<file path="src/rtl/prs_pkg.sv">
// Shared constants for the polyline resampler.
// No dependencies; imported by every rtl/prs_* module and polyline_resampler.
`default_nettype none
package prs_pkg;
	localparam int COORD_BITS = 24;
	localparam int MAX_STEPS  = 63;
	localparam int RES_W      = 23;
	localparam int STEP_W     = $clog2(MAX_STEPS + 1);
	localparam int MAG_W      = COORD_BITS;
	localparam int SQ_W       = 2 * MAG_W;
	localparam int D2_W       = SQ_W + 1;
	localparam int ACC_W      = SQ_W + 2 * STEP_W - 2;
	localparam int CNT_W      = $clog2(MAG_W);
	localparam logic [RES_W-1:0] RES_RESET = RES_W'(256);
	localparam logic [CNT_W-1:0] CNT_LAST  = CNT_W'(MAG_W - 1);
	localparam logic [STEP_W-1:0] STEP_MAX = STEP_W'(MAX_STEPS);
endpackage
`default_nettype wire

</file>
<file path="src/rtl/prs_square.sv">
// Bit-serial squarer: one multiplier bit per cycle, shift-and-add over all MAG_W bits of the operand.
// Depends on prs_pkg.
`default_nettype none
module prs_square import prs_pkg::*; (
	input  logic             clk,
	input  logic             arst_n,
	input  logic             start,
	input  logic [MAG_W-1:0] opnd,
	output logic             done,
	output logic [SQ_W-1:0]  prod
);
	logic             busy_q;
	logic             done_q;
	logic [CNT_W-1:0] cnt_q;
	logic [MAG_W-1:0] mplr_q;
	logic [SQ_W-1:0]  mcand_q;
	logic [SQ_W-1:0]  acc_q;

	always_ff @(posedge clk or negedge arst_n) begin
		if (!arst_n) begin
			busy_q <= 1'b0;
			done_q <= 1'b0;
			cnt_q  <= '0;
		end else begin
			done_q <= !start && busy_q && (cnt_q == CNT_LAST);
			if (start) begin
				busy_q  <= 1'b1;
				cnt_q   <= '0;
				mplr_q  <= opnd;
				mcand_q <= SQ_W'(opnd);
				acc_q   <= '0;
			end else if (busy_q) begin
				if (mplr_q[0]) begin
					acc_q <= acc_q + mcand_q;
				end
				mcand_q <= {mcand_q[SQ_W-2:0], 1'b0};
				mplr_q  <= {1'b0, mplr_q[MAG_W-1:1]};
				cnt_q   <= cnt_q + 1'b1;
				if (cnt_q == CNT_LAST) begin
					busy_q <= 1'b0;
				end
			end
		end
	end

	assign done = done_q;
	assign prod = acc_q;
endmodule
`default_nettype wire

</file>
<file path="src/rtl/prs_div.sv">
// Bit-serial restoring divider, magnitude by step count, floored for sign.
// Depends on prs_pkg.
`default_nettype none
module prs_div import prs_pkg::*; (
	input  logic                     clk,
	input  logic                     arst_n,
	input  logic                     start,
	input  logic [MAG_W-1:0]         dvd,
	input  logic                     neg,
	input  logic [STEP_W-1:0]        dvs,
	output logic                     done,
	output logic signed [MAG_W:0]    quot,
	output logic [STEP_W-1:0]        rmd
);
	logic              busy_q;
	logic              done_q;
	logic              neg_q;
	logic [CNT_W-1:0]  cnt_q;
	logic [MAG_W-1:0]  quo_q;
	logic [STEP_W-1:0] rem_q;
	logic [STEP_W-1:0] dvs_q;
	logic [STEP_W:0]   trial;
	logic              fit;
	logic [MAG_W:0]    qext;

	assign trial = {rem_q, quo_q[MAG_W-1]};
	assign fit   = trial >= {1'b0, dvs_q};

	always_ff @(posedge clk or negedge arst_n) begin
		if (!arst_n) begin
			busy_q <= 1'b0;
			done_q <= 1'b0;
			cnt_q  <= '0;
		end else begin
			done_q <= !start && busy_q && (cnt_q == CNT_LAST);
			if (start) begin
				busy_q <= 1'b1;
				cnt_q  <= '0;
				quo_q  <= dvd;
				rem_q  <= '0;
				dvs_q  <= dvs;
				neg_q  <= neg;
			end else if (busy_q) begin
				rem_q <= fit ? STEP_W'(trial - {1'b0, dvs_q}) : trial[STEP_W-1:0];
				quo_q <= {quo_q[MAG_W-2:0], fit};
				cnt_q <= cnt_q + 1'b1;
				if (cnt_q == CNT_LAST) begin
					busy_q <= 1'b0;
				end
			end
		end
	end

	// floor for negative dividends: q = -qa - 1, r = s - ra when ra is nonzero
	assign qext = {1'b0, quo_q};
	assign quot = !neg_q ? $signed(qext) :
		(rem_q != '0) ? $signed(~qext) : $signed(-qext);
	assign rmd  = (neg_q && rem_q != '0) ? dvs_q - rem_q : rem_q;
	assign done = done_q;
endmodule
`default_nettype wire

</file>
<file path="src/rtl/polyline_resampler.sv">
// Polyline resampler top level: step-count search, sequencer and output register.
// Depends on prs_pkg, prs_square and prs_div.
//
//  channel | handshake          | payload
//  --------+--------------------+------------------------------------------------
//  in      | in_valid/in_ready  | point_x, point_y, final_waypoint
//  out     | out_valid/out_ready| out_x, out_y, run_end, path_end, step_clamped
//  cfg     | cfg_we (no wait)   | cfg_wdata -> resolution
//
// One item at a time. An item with a segment passes through the serial
// squarers, then one search step per candidate step count, then the serial
// dividers, then emits one point per cycle while the output is not stalled.
// The first waypoint of a path without the final mark is only stored, in ST_END.
// Reset clears the stored point and sets resolution to 256.
// A stalled output holds the current item; the sequencer waits on it.
`default_nettype none
module polyline_resampler import prs_pkg::*; (
	input  logic                         clk,
	input  logic                         arst_n,
	input  logic                         in_valid,
	output logic                         in_ready,
	input  logic signed [COORD_BITS-1:0] point_x,
	input  logic signed [COORD_BITS-1:0] point_y,
	input  logic                         final_waypoint,
	output logic                         out_valid,
	input  logic                         out_ready,
	output logic signed [COORD_BITS-1:0] out_x,
	output logic signed [COORD_BITS-1:0] out_y,
	output logic                         run_end,
	output logic                         path_end,
	output logic                         step_clamped,
	input  logic                         cfg_we,
	input  logic [RES_W-1:0]             cfg_wdata
);
	typedef enum logic [2:0] {
		ST_IDLE, ST_SQ, ST_SEARCH, ST_DIV, ST_EMIT, ST_LAST, ST_END
	} state_t;

	state_t state_q;

	logic [RES_W-1:0]      res_q;
	logic [COORD_BITS-1:0] prev_x_q, prev_y_q, px_q, py_q;
	logic                  have_prev_q, fin_q, clamp_q;
	logic [MAG_W-1:0]      ax_q, ay_q;
	logic                  nx_q, ny_q;
	logic                  sq_start_q, div_start_q;
	logic [D2_W-1:0]       d2_q;
	logic [ACC_W-1:0]      acc_q, dlt_q;
	logic [STEP_W-1:0]     t_q, s_q, j_q;
	logic signed [MAG_W:0] qdx_q, qdy_q, qx_q, qy_q;
	logic [STEP_W-1:0]     rdx_q, rdy_q, rx_q, ry_q;

	logic                  ovalid_q, orun_q, opath_q, oclamp_q;
	logic [COORD_BITS-1:0] ox_q, oy_q;

	logic                  sqx_done, sqy_done, sqr_done;
	logic [SQ_W-1:0]       sqx, sqy, sqr;
	logic                  dvx_done, dvy_done;
	logic signed [MAG_W:0] dvx_q, dvy_q;
	logic [STEP_W-1:0]     dvx_r, dvy_r;

	logic [MAG_W:0]        dx, dy;
	logic                  ld;
	logic [STEP_W:0]       rx_sum, ry_sum;
	logic                  rx_wrap, ry_wrap;
	logic                  hit, go_div, emit_now;

	assign dx = {point_x[COORD_BITS-1], point_x} - {prev_x_q[COORD_BITS-1], prev_x_q};
	assign dy = {point_y[COORD_BITS-1], point_y} - {prev_y_q[COORD_BITS-1], prev_y_q};

	assign ld      = !ovalid_q || out_ready;
	assign rx_sum  = {1'b0, rx_q} + {1'b0, rdx_q};
	assign ry_sum  = {1'b0, ry_q} + {1'b0, rdy_q};
	assign rx_wrap = rx_sum >= {1'b0, s_q};
	assign ry_wrap = ry_sum >= {1'b0, s_q};

	// search ends with a nonzero step count: start the dividers
	assign hit      = acc_q >= ACC_W'(d2_q);
	assign go_div   = (state_q == ST_SEARCH) && (hit || t_q == STEP_MAX) &&
		!(hit && t_q == '0);
	// a new item enters the output register this cycle
	assign emit_now = ld && (state_q == ST_EMIT || state_q == ST_LAST);

	prs_square u_sqx (.clk, .arst_n, .start(sq_start_q), .opnd(ax_q),
		.done(sqx_done), .prod(sqx));
	prs_square u_sqy (.clk, .arst_n, .start(sq_start_q), .opnd(ay_q),
		.done(sqy_done), .prod(sqy));
	prs_square u_sqr (.clk, .arst_n, .start(sq_start_q), .opnd(MAG_W'(res_q)),
		.done(sqr_done), .prod(sqr));

	prs_div u_dvx (.clk, .arst_n, .start(div_start_q), .dvd(ax_q), .neg(nx_q),
		.dvs(s_q), .done(dvx_done), .quot(dvx_q), .rmd(dvx_r));
	prs_div u_dvy (.clk, .arst_n, .start(div_start_q), .dvd(ay_q), .neg(ny_q),
		.dvs(s_q), .done(dvy_done), .quot(dvy_q), .rmd(dvy_r));

	always_ff @(posedge clk or negedge arst_n) begin
		if (!arst_n) begin
			res_q <= RES_RESET;
		end else if (cfg_we) begin
			res_q <= cfg_wdata;
		end
	end

	always_ff @(posedge clk or negedge arst_n) begin
		if (!arst_n) begin
			state_q     <= ST_IDLE;
			prev_x_q    <= '0;
			prev_y_q    <= '0;
			have_prev_q <= 1'b0;
			sq_start_q  <= 1'b0;
			div_start_q <= 1'b0;
			ovalid_q    <= 1'b0;
			clamp_q     <= 1'b0;
			fin_q       <= 1'b0;
			s_q         <= '0;
			j_q         <= '0;
			t_q         <= '0;
		end else begin
			sq_start_q  <= (state_q == ST_IDLE) && in_valid && have_prev_q;
			div_start_q <= go_div;
			if (ovalid_q && out_ready && !emit_now) begin
				ovalid_q <= 1'b0;
			end
			unique case (state_q)
				ST_IDLE: begin
					if (in_valid) begin
						px_q    <= point_x;
						py_q    <= point_y;
						fin_q   <= final_waypoint;
						clamp_q <= 1'b0;
						nx_q    <= dx[MAG_W];
						ny_q    <= dy[MAG_W];
						ax_q    <= dx[MAG_W] ? MAG_W'(-dx) : dx[MAG_W-1:0];
						ay_q    <= dy[MAG_W] ? MAG_W'(-dy) : dy[MAG_W-1:0];
						if (have_prev_q) begin
							state_q <= ST_SQ;
						end else begin
							state_q <= final_waypoint ? ST_LAST : ST_END;
						end
					end
				end
				ST_SQ: begin
					if (sqx_done) begin
						d2_q    <= {1'b0, sqx} + {1'b0, sqy};
						acc_q   <= '0;
						dlt_q   <= ACC_W'(sqr);
						t_q     <= '0;
						state_q <= ST_SEARCH;
					end
				end
				ST_SEARCH: begin
					// advance t with (t+1)^2 r^2 = t^2 r^2 + (2t+1) r^2
					if (hit || t_q == STEP_MAX) begin
						s_q     <= t_q;
						clamp_q <= !hit;
						if (hit && t_q == '0) begin
							state_q <= fin_q ? ST_LAST : ST_END;
						end else begin
							state_q <= ST_DIV;
						end
					end else begin
						acc_q <= acc_q + dlt_q;
						dlt_q <= dlt_q + ACC_W'({sqr, 1'b0});
						t_q   <= t_q + 1'b1;
					end
				end
				ST_DIV: begin
					if (dvx_done) begin
						qdx_q   <= dvx_q;
						qdy_q   <= dvy_q;
						rdx_q   <= dvx_r;
						rdy_q   <= dvy_r;
						qx_q    <= '0;
						qy_q    <= '0;
						rx_q    <= '0;
						ry_q    <= '0;
						j_q     <= '0;
						state_q <= ST_EMIT;
					end
				end
				ST_EMIT: begin
					if (ld) begin
						ovalid_q <= 1'b1;
						ox_q     <= prev_x_q + qx_q[COORD_BITS-1:0];
						oy_q     <= prev_y_q + qy_q[COORD_BITS-1:0];
						orun_q   <= (j_q == s_q - 1'b1) && !fin_q;
						opath_q  <= 1'b0;
						oclamp_q <= clamp_q;
						qx_q     <= qx_q + qdx_q + (MAG_W+1)'(rx_wrap);
						qy_q     <= qy_q + qdy_q + (MAG_W+1)'(ry_wrap);
						rx_q     <= rx_wrap ? STEP_W'(rx_sum - {1'b0, s_q}) : rx_sum[STEP_W-1:0];
						ry_q     <= ry_wrap ? STEP_W'(ry_sum - {1'b0, s_q}) : ry_sum[STEP_W-1:0];
						j_q      <= j_q + 1'b1;
						if (j_q == s_q - 1'b1) begin
							state_q <= fin_q ? ST_LAST : ST_END;
						end
					end
				end
				ST_LAST: begin
					if (ld) begin
						ovalid_q <= 1'b1;
						ox_q     <= px_q;
						oy_q     <= py_q;
						orun_q   <= 1'b1;
						opath_q  <= 1'b1;
						oclamp_q <= clamp_q;
						state_q  <= ST_END;
					end
				end
				ST_END: begin
					// drop the stored point after the final waypoint
					prev_x_q    <= fin_q ? '0 : px_q;
					prev_y_q    <= fin_q ? '0 : py_q;
					have_prev_q <= !fin_q;
					state_q     <= ST_IDLE;
				end
				default: state_q <= ST_IDLE;
			endcase
		end
	end

	assign in_ready     = (state_q == ST_IDLE);
	assign out_valid    = ovalid_q;
	assign out_x        = ox_q;
	assign out_y        = oy_q;
	assign run_end      = orun_q;
	assign path_end     = opath_q;
	assign step_clamped = oclamp_q;

	a_emit_nonzero: assert property (@(posedge clk) disable iff (!arst_n)
		(state_q == ST_EMIT) |-> (s_q != '0 && j_q < s_q))
		else $error("emission with an empty or overrun step count");
	a_clamp_max: assert property (@(posedge clk) disable iff (!arst_n)
		(clamp_q && (state_q == ST_EMIT || state_q == ST_DIV)) |-> (s_q == STEP_MAX))
		else $error("clamped segment without the maximum step count");
	a_sq_in_step: assert property (@(posedge clk) disable iff (!arst_n)
		sqx_done |-> (sqy_done && sqr_done && state_q == ST_SQ))
		else $error("squarers out of step");
	a_div_in_step: assert property (@(posedge clk) disable iff (!arst_n)
		dvx_done |-> (dvy_done && state_q == ST_DIV))
		else $error("dividers out of step");
endmodule
`default_nettype wire
</file>
<file path="config.mk">
export PLATFORM = sky130hd
export DESIGN_NAME = polyline_resampler
export DESIGN_NICKNAME = d
export VERILOG_FILES = /design/src/rtl/prs_pkg.sv /design/src/rtl/prs_square.sv /design/src/rtl/prs_div.sv /design/src/rtl/polyline_resampler.sv
export SDC_FILE = /design/constraint.sdc
export NUM_CORES = 2
export LEC_CHECK = 0
export BUFFER_PORTS_ARGS = -buffer_cell sky130_fd_sc_hd__buf_4
export CAP_MARGIN = 5
export CELL_PAD_IN_SITES_DETAIL_PLACEMENT = 1
export CELL_PAD_IN_SITES_GLOBAL_PLACEMENT = 2
export CORE_UTILIZATION = 38
export DETAILED_ROUTE_END_ITERATION = 12
export PLACE_DENSITY = 0.78
export SLEW_MARGIN = 20
export SYNTH_ARGS = -nofsm -noshare
export SYNTH_HDL_FRONTEND = slang
export SYNTH_SLANG_ARGS = --single-unit
</file>
<file path="constraint.sdc">
create_clock -name clk -period 8.2 [get_ports clk]
set_input_delay 0.41 -clock clk [delete_from_list [all_inputs] [get_ports clk]]
set_output_delay 0.41 -clock clk [all_outputs]
set_load 0.05 [all_outputs]
</file>
**Yosys cells after proc, flatten, opt, wreduce, memory -nomap -nowiden**

Cells that the tools add are included.

- Logic and storage cells: 302
- Register bits: 996
- Output and inout bits: 53

- Muxes and demuxes: 113
- Equal/unequal tests: 21
- Order comparisons: 5
- Bitwise logic cells: 2
- Add/subtract/negate cells: 34
- Reductions and logical operators: 58

Operators by type and width:

| operator | number |
|---|---|
| 24-bit 2-to-1 mux | 21 |
| 48-bit 2-to-1 mux | 9 |
| 58-bit 2-to-1 mux | 4 |
| 58-bit case mux with 2 select lines | 2 |
| 48-bit adder | 3 |
| 25-bit 2-to-1 mux | 5 |
| 25-bit case mux with 2 select lines | 2 |
| 24-bit case mux with 2 select lines | 2 |
| 6-bit 2-to-1 mux | 14 |
| 58-bit by 49-bit adder with 58-bit output | 1 |
| 58-bit adder | 1 |
| 58-bit by 49-bit greater-or-equal comparator with 1-bit output | 1 |
| 25-bit by 1-bit adder with 25-bit output | 2 |
| 25-bit adder | 2 |
| 5-bit 2-to-1 mux | 10 |
| 24-bit negator with 25-bit output | 2 |
| 24-bit NOT with 25-bit output | 2 |
| 24-bit by 24-bit subtractor with 25-bit output | 2 |
| 48-bit by 48-bit adder with 49-bit output | 1 |
| 24-bit adder | 2 |
| 24-bit negator | 2 |
| 6-bit case mux with 2 select lines | 4 |
| 23-bit 2-to-1 mux | 2 |
| 6-bit subtractor | 6 |
| other kinds (30) | 131 |

**Longest topological paths before layout**

- Depth after elaboration: 8
- Mapped depth: 25

**Cells and area by module**

A second synthesis with hierarchy kept.

- Cell total of the unflattened synthesis: 6705
- Area total of the unflattened synthesis: 67606.1 sq um

Modules (own cells, without submodules):

| module | area an instance (sq um) | cells each | times used |
|---|---|---|---|
| polyline_resampler | 36709.0 | 3753 | 1 |
| prs_square | 8304.2 | 801 | 3 |
| prs_div (u_dvx) | 3026.7 | 282 | 1 |
| prs_div (u_dvy) | 2957.8 | 267 | 1 |

**Worst setup path after synthesis**

No wires, ideal clock.

- Path type: register to register
- Start: reg acc_q[3]
- End: reg acc_q[0], enable pin
- Slack: -0.102 ns
- Stages on the path, launching flop included: 14
- Data arrival time: 7.700 ns
- Data required time: 7.598 ns
- Path buffers: 1
- Cell sequence: edfxtp_1 > ha_1 > a21o_1 > a21o_1 > a221oi_1 > o21ai_0 > a21o_1 > a21oi_1 > o31a_1 > o21ai_0 > or3_1 > clkbuf_1 > nor2b_1 > nor2b_1

- Word-level cells in the longest chain between the ends: 4

Ends and longest elaborated chain:

| element | line | text |
|---|---|---|
| start, declared | polyline_resampler.sv:48 | `logic [ACC_W-1:0] acc_q, dlt_q;` |
| start signal, assigned | polyline_resampler.sv:162 | `acc_q <= acc_q + dlt_q;` |
| 58-bit by 49-bit greater-or-equal comparator with 1-bit output | polyline_resampler.sv:78 | `assign hit = acc_q >= ACC_W'(d2_q);` |
| 1-bit logical OR | polyline_resampler.sv:153 | `if (hit \|\| t_q == STEP_MAX) begin` |
| 2-bit != test (no line) | -- |  |
| 4-bit AND reduction (no line) | -- |  |

Every way passes these cells.
A chain may end at the register's enable or synchronous reset.

**Final worst setup path**

- Start: reg rdx_q[0]
- End: reg qx_q[20], data pin

- Word-level cells in the longest chain between the ends: 5

Ends and longest elaborated chain:

| element | line | text |
|---|---|---|
| start, declared | polyline_resampler.sv:51 | `logic [STEP_W-1:0] rdx_q, rdy_q, rx_q, ry_q;` |
| start signal, assigned | polyline_resampler.sv:171 | `rdx_q <= dvx_r;` |
| 6-bit by 6-bit adder with 7-bit output | polyline_resampler.sv:72 | `assign rx_sum = {1'b0, rx_q} + {1'b0, rdx_q};` |
| 7-bit by 6-bit greater-or-equal comparator with 1-bit output | polyline_resampler.sv:74 | `assign rx_wrap = rx_sum >= {1'b0, s_q};` |
| 25-bit by 1-bit adder with 25-bit output | polyline_resampler.sv:189 | `qx_q <= qx_q + qdx_q + (MAG_W+1)'(rx_wrap);` |
| 25-bit 2-to-1 mux | polyline_resampler.sv:182 | `if (ld) begin` |
| 25-bit case mux with 2 select lines | polyline_resampler.sv:124 | `unique case (state_q)` |
| end signal, assigned | polyline_resampler.sv:189 |  |
| end, declared | polyline_resampler.sv:50 | `logic signed [MAG_W:0] qdx_q, qdy_q, qx_q, qy_q;` |

Every way passes these cells. The select of a mux whose other input is x is not followed.

==> results.yml <==
sta:
  period_needed_ps: 6511
  fmax_mhz: 153.6
  relSlewSlack_pct: 28.94
  maxSlewViolCount: 0
  finalSetupTns_ps: 0
  worstMarginPinSlew_ps: 1039
  skew_ps: 26.29
  rsz0062_at_grt: "false"
  setup-violations-final: 0
  fin_crit_sh_pct: 79.40
  whs_ps: 116.2
  final-hold-violation-count: 0
global_routing:
  met3_usage_pct: 2.237
  gr-max-usage-layer: "met2"
  use_met2_pct: 35.21
  met1_usage_pct: 27.96
  antenna_found_initial: 3
  grt_first_pass_wirelength_um: 289100
  grt_pass1_vias: 51400
  grt-ovfl-total: 0
  grt_max_degree: 144
  grt_use_total_pct: 20.55
floorplan:
  dieWidth_um: 416.2
  die_y_um: 416.2
  dieArea_um2: 173200
  rows: 151
  core_area_um2: 169800
  start_util_pct: 38.38
  ioPinCount: 130
synthesis:
  synthTopCellsByCount: "edfxtp_1 (862), nand2_1 (658), a21oi_1 (587)"
  netlist.area_leader.share_pct: 39.71
  synthCells: 6470
  postSynthRegisterBits: 992
  syn_area_per_cell_um2: 10.08
  ys.flop_type: "edfxtp_1"
  yosysTopAreaCell: "edfxtp_1"
  synth_area_um2: 65190
  synth-async-reset-ratio_pct: 13.10
  post-synth-top-count-cell: "edfxtp_1"
  syn_nets: 7109
  yosys-top-cells-area: "edfxtp_1 (40%), ha_1 (10%), dfrtp_1 (5.0%)"
  synth_edf_count: 862
  synth_cell_types: 95
  yosysWarnings: 0
  seq_area_frac_synth_pct: 44.70
power_and_ir_drop:
  swShare_pct: 41.93
  power.density_nw_per_um2: 395.4
  total_power_mw: 28.95
  peakVddDrop_mv: 0.2037
  clockPowerShare_pct: 19.0
  p_leak_nw: 30.09
  seqPwrFrac_pct: 30.7
  p_int_mw: 16.81
  switching_power_mw: 12.14
  p_comb_share_pct: 50.3
place:
  numPortBuffers: 129
  place_area_um2: 68450
  dp_hpwl_um: 132400
  routabilityCongestion: 0.8465
finish:
  fill_cells: 18820
  drive_above_1_share_pct: 8.357
  stdcell_area_um2: 73210
  nets: 7238
  antenna_cells: 0
  syn2layout_area_growth_pct: 12.30
detailed_routing:
  wl_per_cell_um: 20.13
  drtIter0Drc: 2374
  vias: 49170
  drc: 0
  drt_wl_total_um: 179500
  dr.pass1.iters: 5
  ant_nets: 0
  via_per_inst: 5.513
worst_setup_path:
  cp_max_fo: 10
  end_kind: "register"
  arrival_ps: 6990
  path_class: "reg2reg"
  critPathMostFrequentCell: "a21o_1"
  worstPathRequired_ps: 8680
  crit_path_start_kind: "register"
  crit_slowest_cell: "a21oi_1"
  critPathMaxStageDelay_ps: 830
clocking:
  cts_buffers: 116
  cts.path.max_buffers: 3
  cts_tree: "yes"
  clk_pin_slew_ps: 60
  htreeDepth: 3
  post_cts_buffers: 0
  cts_sinks: 992
  insertion_delay_ps: 760
  root_buffer: "clkbuf_16"
flow_run:
  maxCapViolCount: 0
worst_hold_path:
  hp-class: "in2reg"
status:
  status: "complete, no violations"
-- area by class of cell --
cell class | count | area [um^2] | area share, %
multi-input combinational | 4958 | 34150 | 46.64
sequential | 992 | 29150 | 39.82
clock buffer | 148 | 3124 | 4.268
tap | 2218 | 2775 | 3.791
timing repair buffer | 247 | 2087 | 2.851
inverter | 284 | 1066 | 1.456
clock inverter | 72 | 855.8 | 1.169
-- registers in the layout, indices dropped and copies added (netlist names), 48 cells and up --
register	flops
d2_q	49
dlt_q	58
acc_q	58
u_sqx.prod	48
u_sqy.prod	48
u_sqy.mcand_q	48
u_sqx.mcand_q	48
u_sqr.prod	48
u_sqr.mcand_q	48
-- through the flow --
step	instances	util, %	setup WS (ps)
finish	8919	43.10	1689
global route	8919	43.10	1142
CTS	8919	43.09	1582
detailed placement	8624	40.30	1624
global placement	8624	40.30	1723
floorplan	6470	-	2110
-- power by group through the flow --
stage | Combinational (mW) | Clock (mW) | Sequential, mW
finish | 14.6 | 5.49 | 8.89
global route | 16.4 | 5.80 | 9.03
CTS | 14.7 | 5.64 | 8.92
detailed placement | 14.5 | 0 | 9.01
global placement | 14.2 | 0 | 8.98
floorplan | 11.1 | 0 | 8.51
-- routing by layer --
metal | vias up | routed length, um
met5 | - | 0
met4 | 0 | 3213
li1 | 24070 | -
met3 | 181 | 4478
met1 | 24350 | 85510
met2 | 574 | 86300
-- critical path: cells and delay by family (launching register included) --
kind	cells	cell delay [ps]
adders and majority gates	5	1600
buffers and inverters	2	210
AOI/OAI and AO/OA	14	3650
and+or+nand+nor	3	240
xor gates and xnor gates	1	160
DFF	1	370
-- placed cells by master (no fill, tap or decap), drive strengths merged, types with 97 or more instances in the layout --
master / count
edfxtp: 862
nor2: 565
ha: 540
a21oi: 592
nand2: 658
clkbuf: 148
nand3: 97
o21ai: 377
xnor2: 327
inv: 289
buf: 172
mux2: 121
dfrtp: 129
xor2: 197
a21o: 268
-- timing repair --
action | in CTS | in global routing
hold buffers | 75 | 0
hold endpoints to repair | 109 | 0
gates resized for setup | 0 | 0
-- worst paths after layout --
path | slack [ps] | endpoint | startpoint | cells past startpoint
max in group asynchronous | 6030 | u_sqy.busy_q | arst_n | 4
setup / recovery | 1690 | qx_q[20] | rdx_q[0] | 25
hold reg to reg | 420 | u_dvx.neg_q | nx_q | 0
hold / removal | 120 | out_valid | out_ready | 3
setup reg to reg | 1690 | qx_q[20] | rdx_q[0] | 25
min in group asynchronous | 250 | u_dvx.done | arst_n | 2
-- logic make-up (layout without fill, tap and decap cells) --
kind of cell | count (synthesis) | count (layout) | share of synthesized area [%]
muxes | 209 | 209 | 3.441
xor gates and xnor gates | 524 | 524 | 7.040
and+or+nand+nor | 1848 | 1848 | 12.92
adders and majority gates | 562 | 562 | 11.04
DFF | 992 | 992 | 44.70
buffers and inverters | 520 | 751 | 3.017
AOI/OAI and AO/OA | 1815 | 1815 | 17.84
No activity file was read; power rests on OpenSTA's default activity.
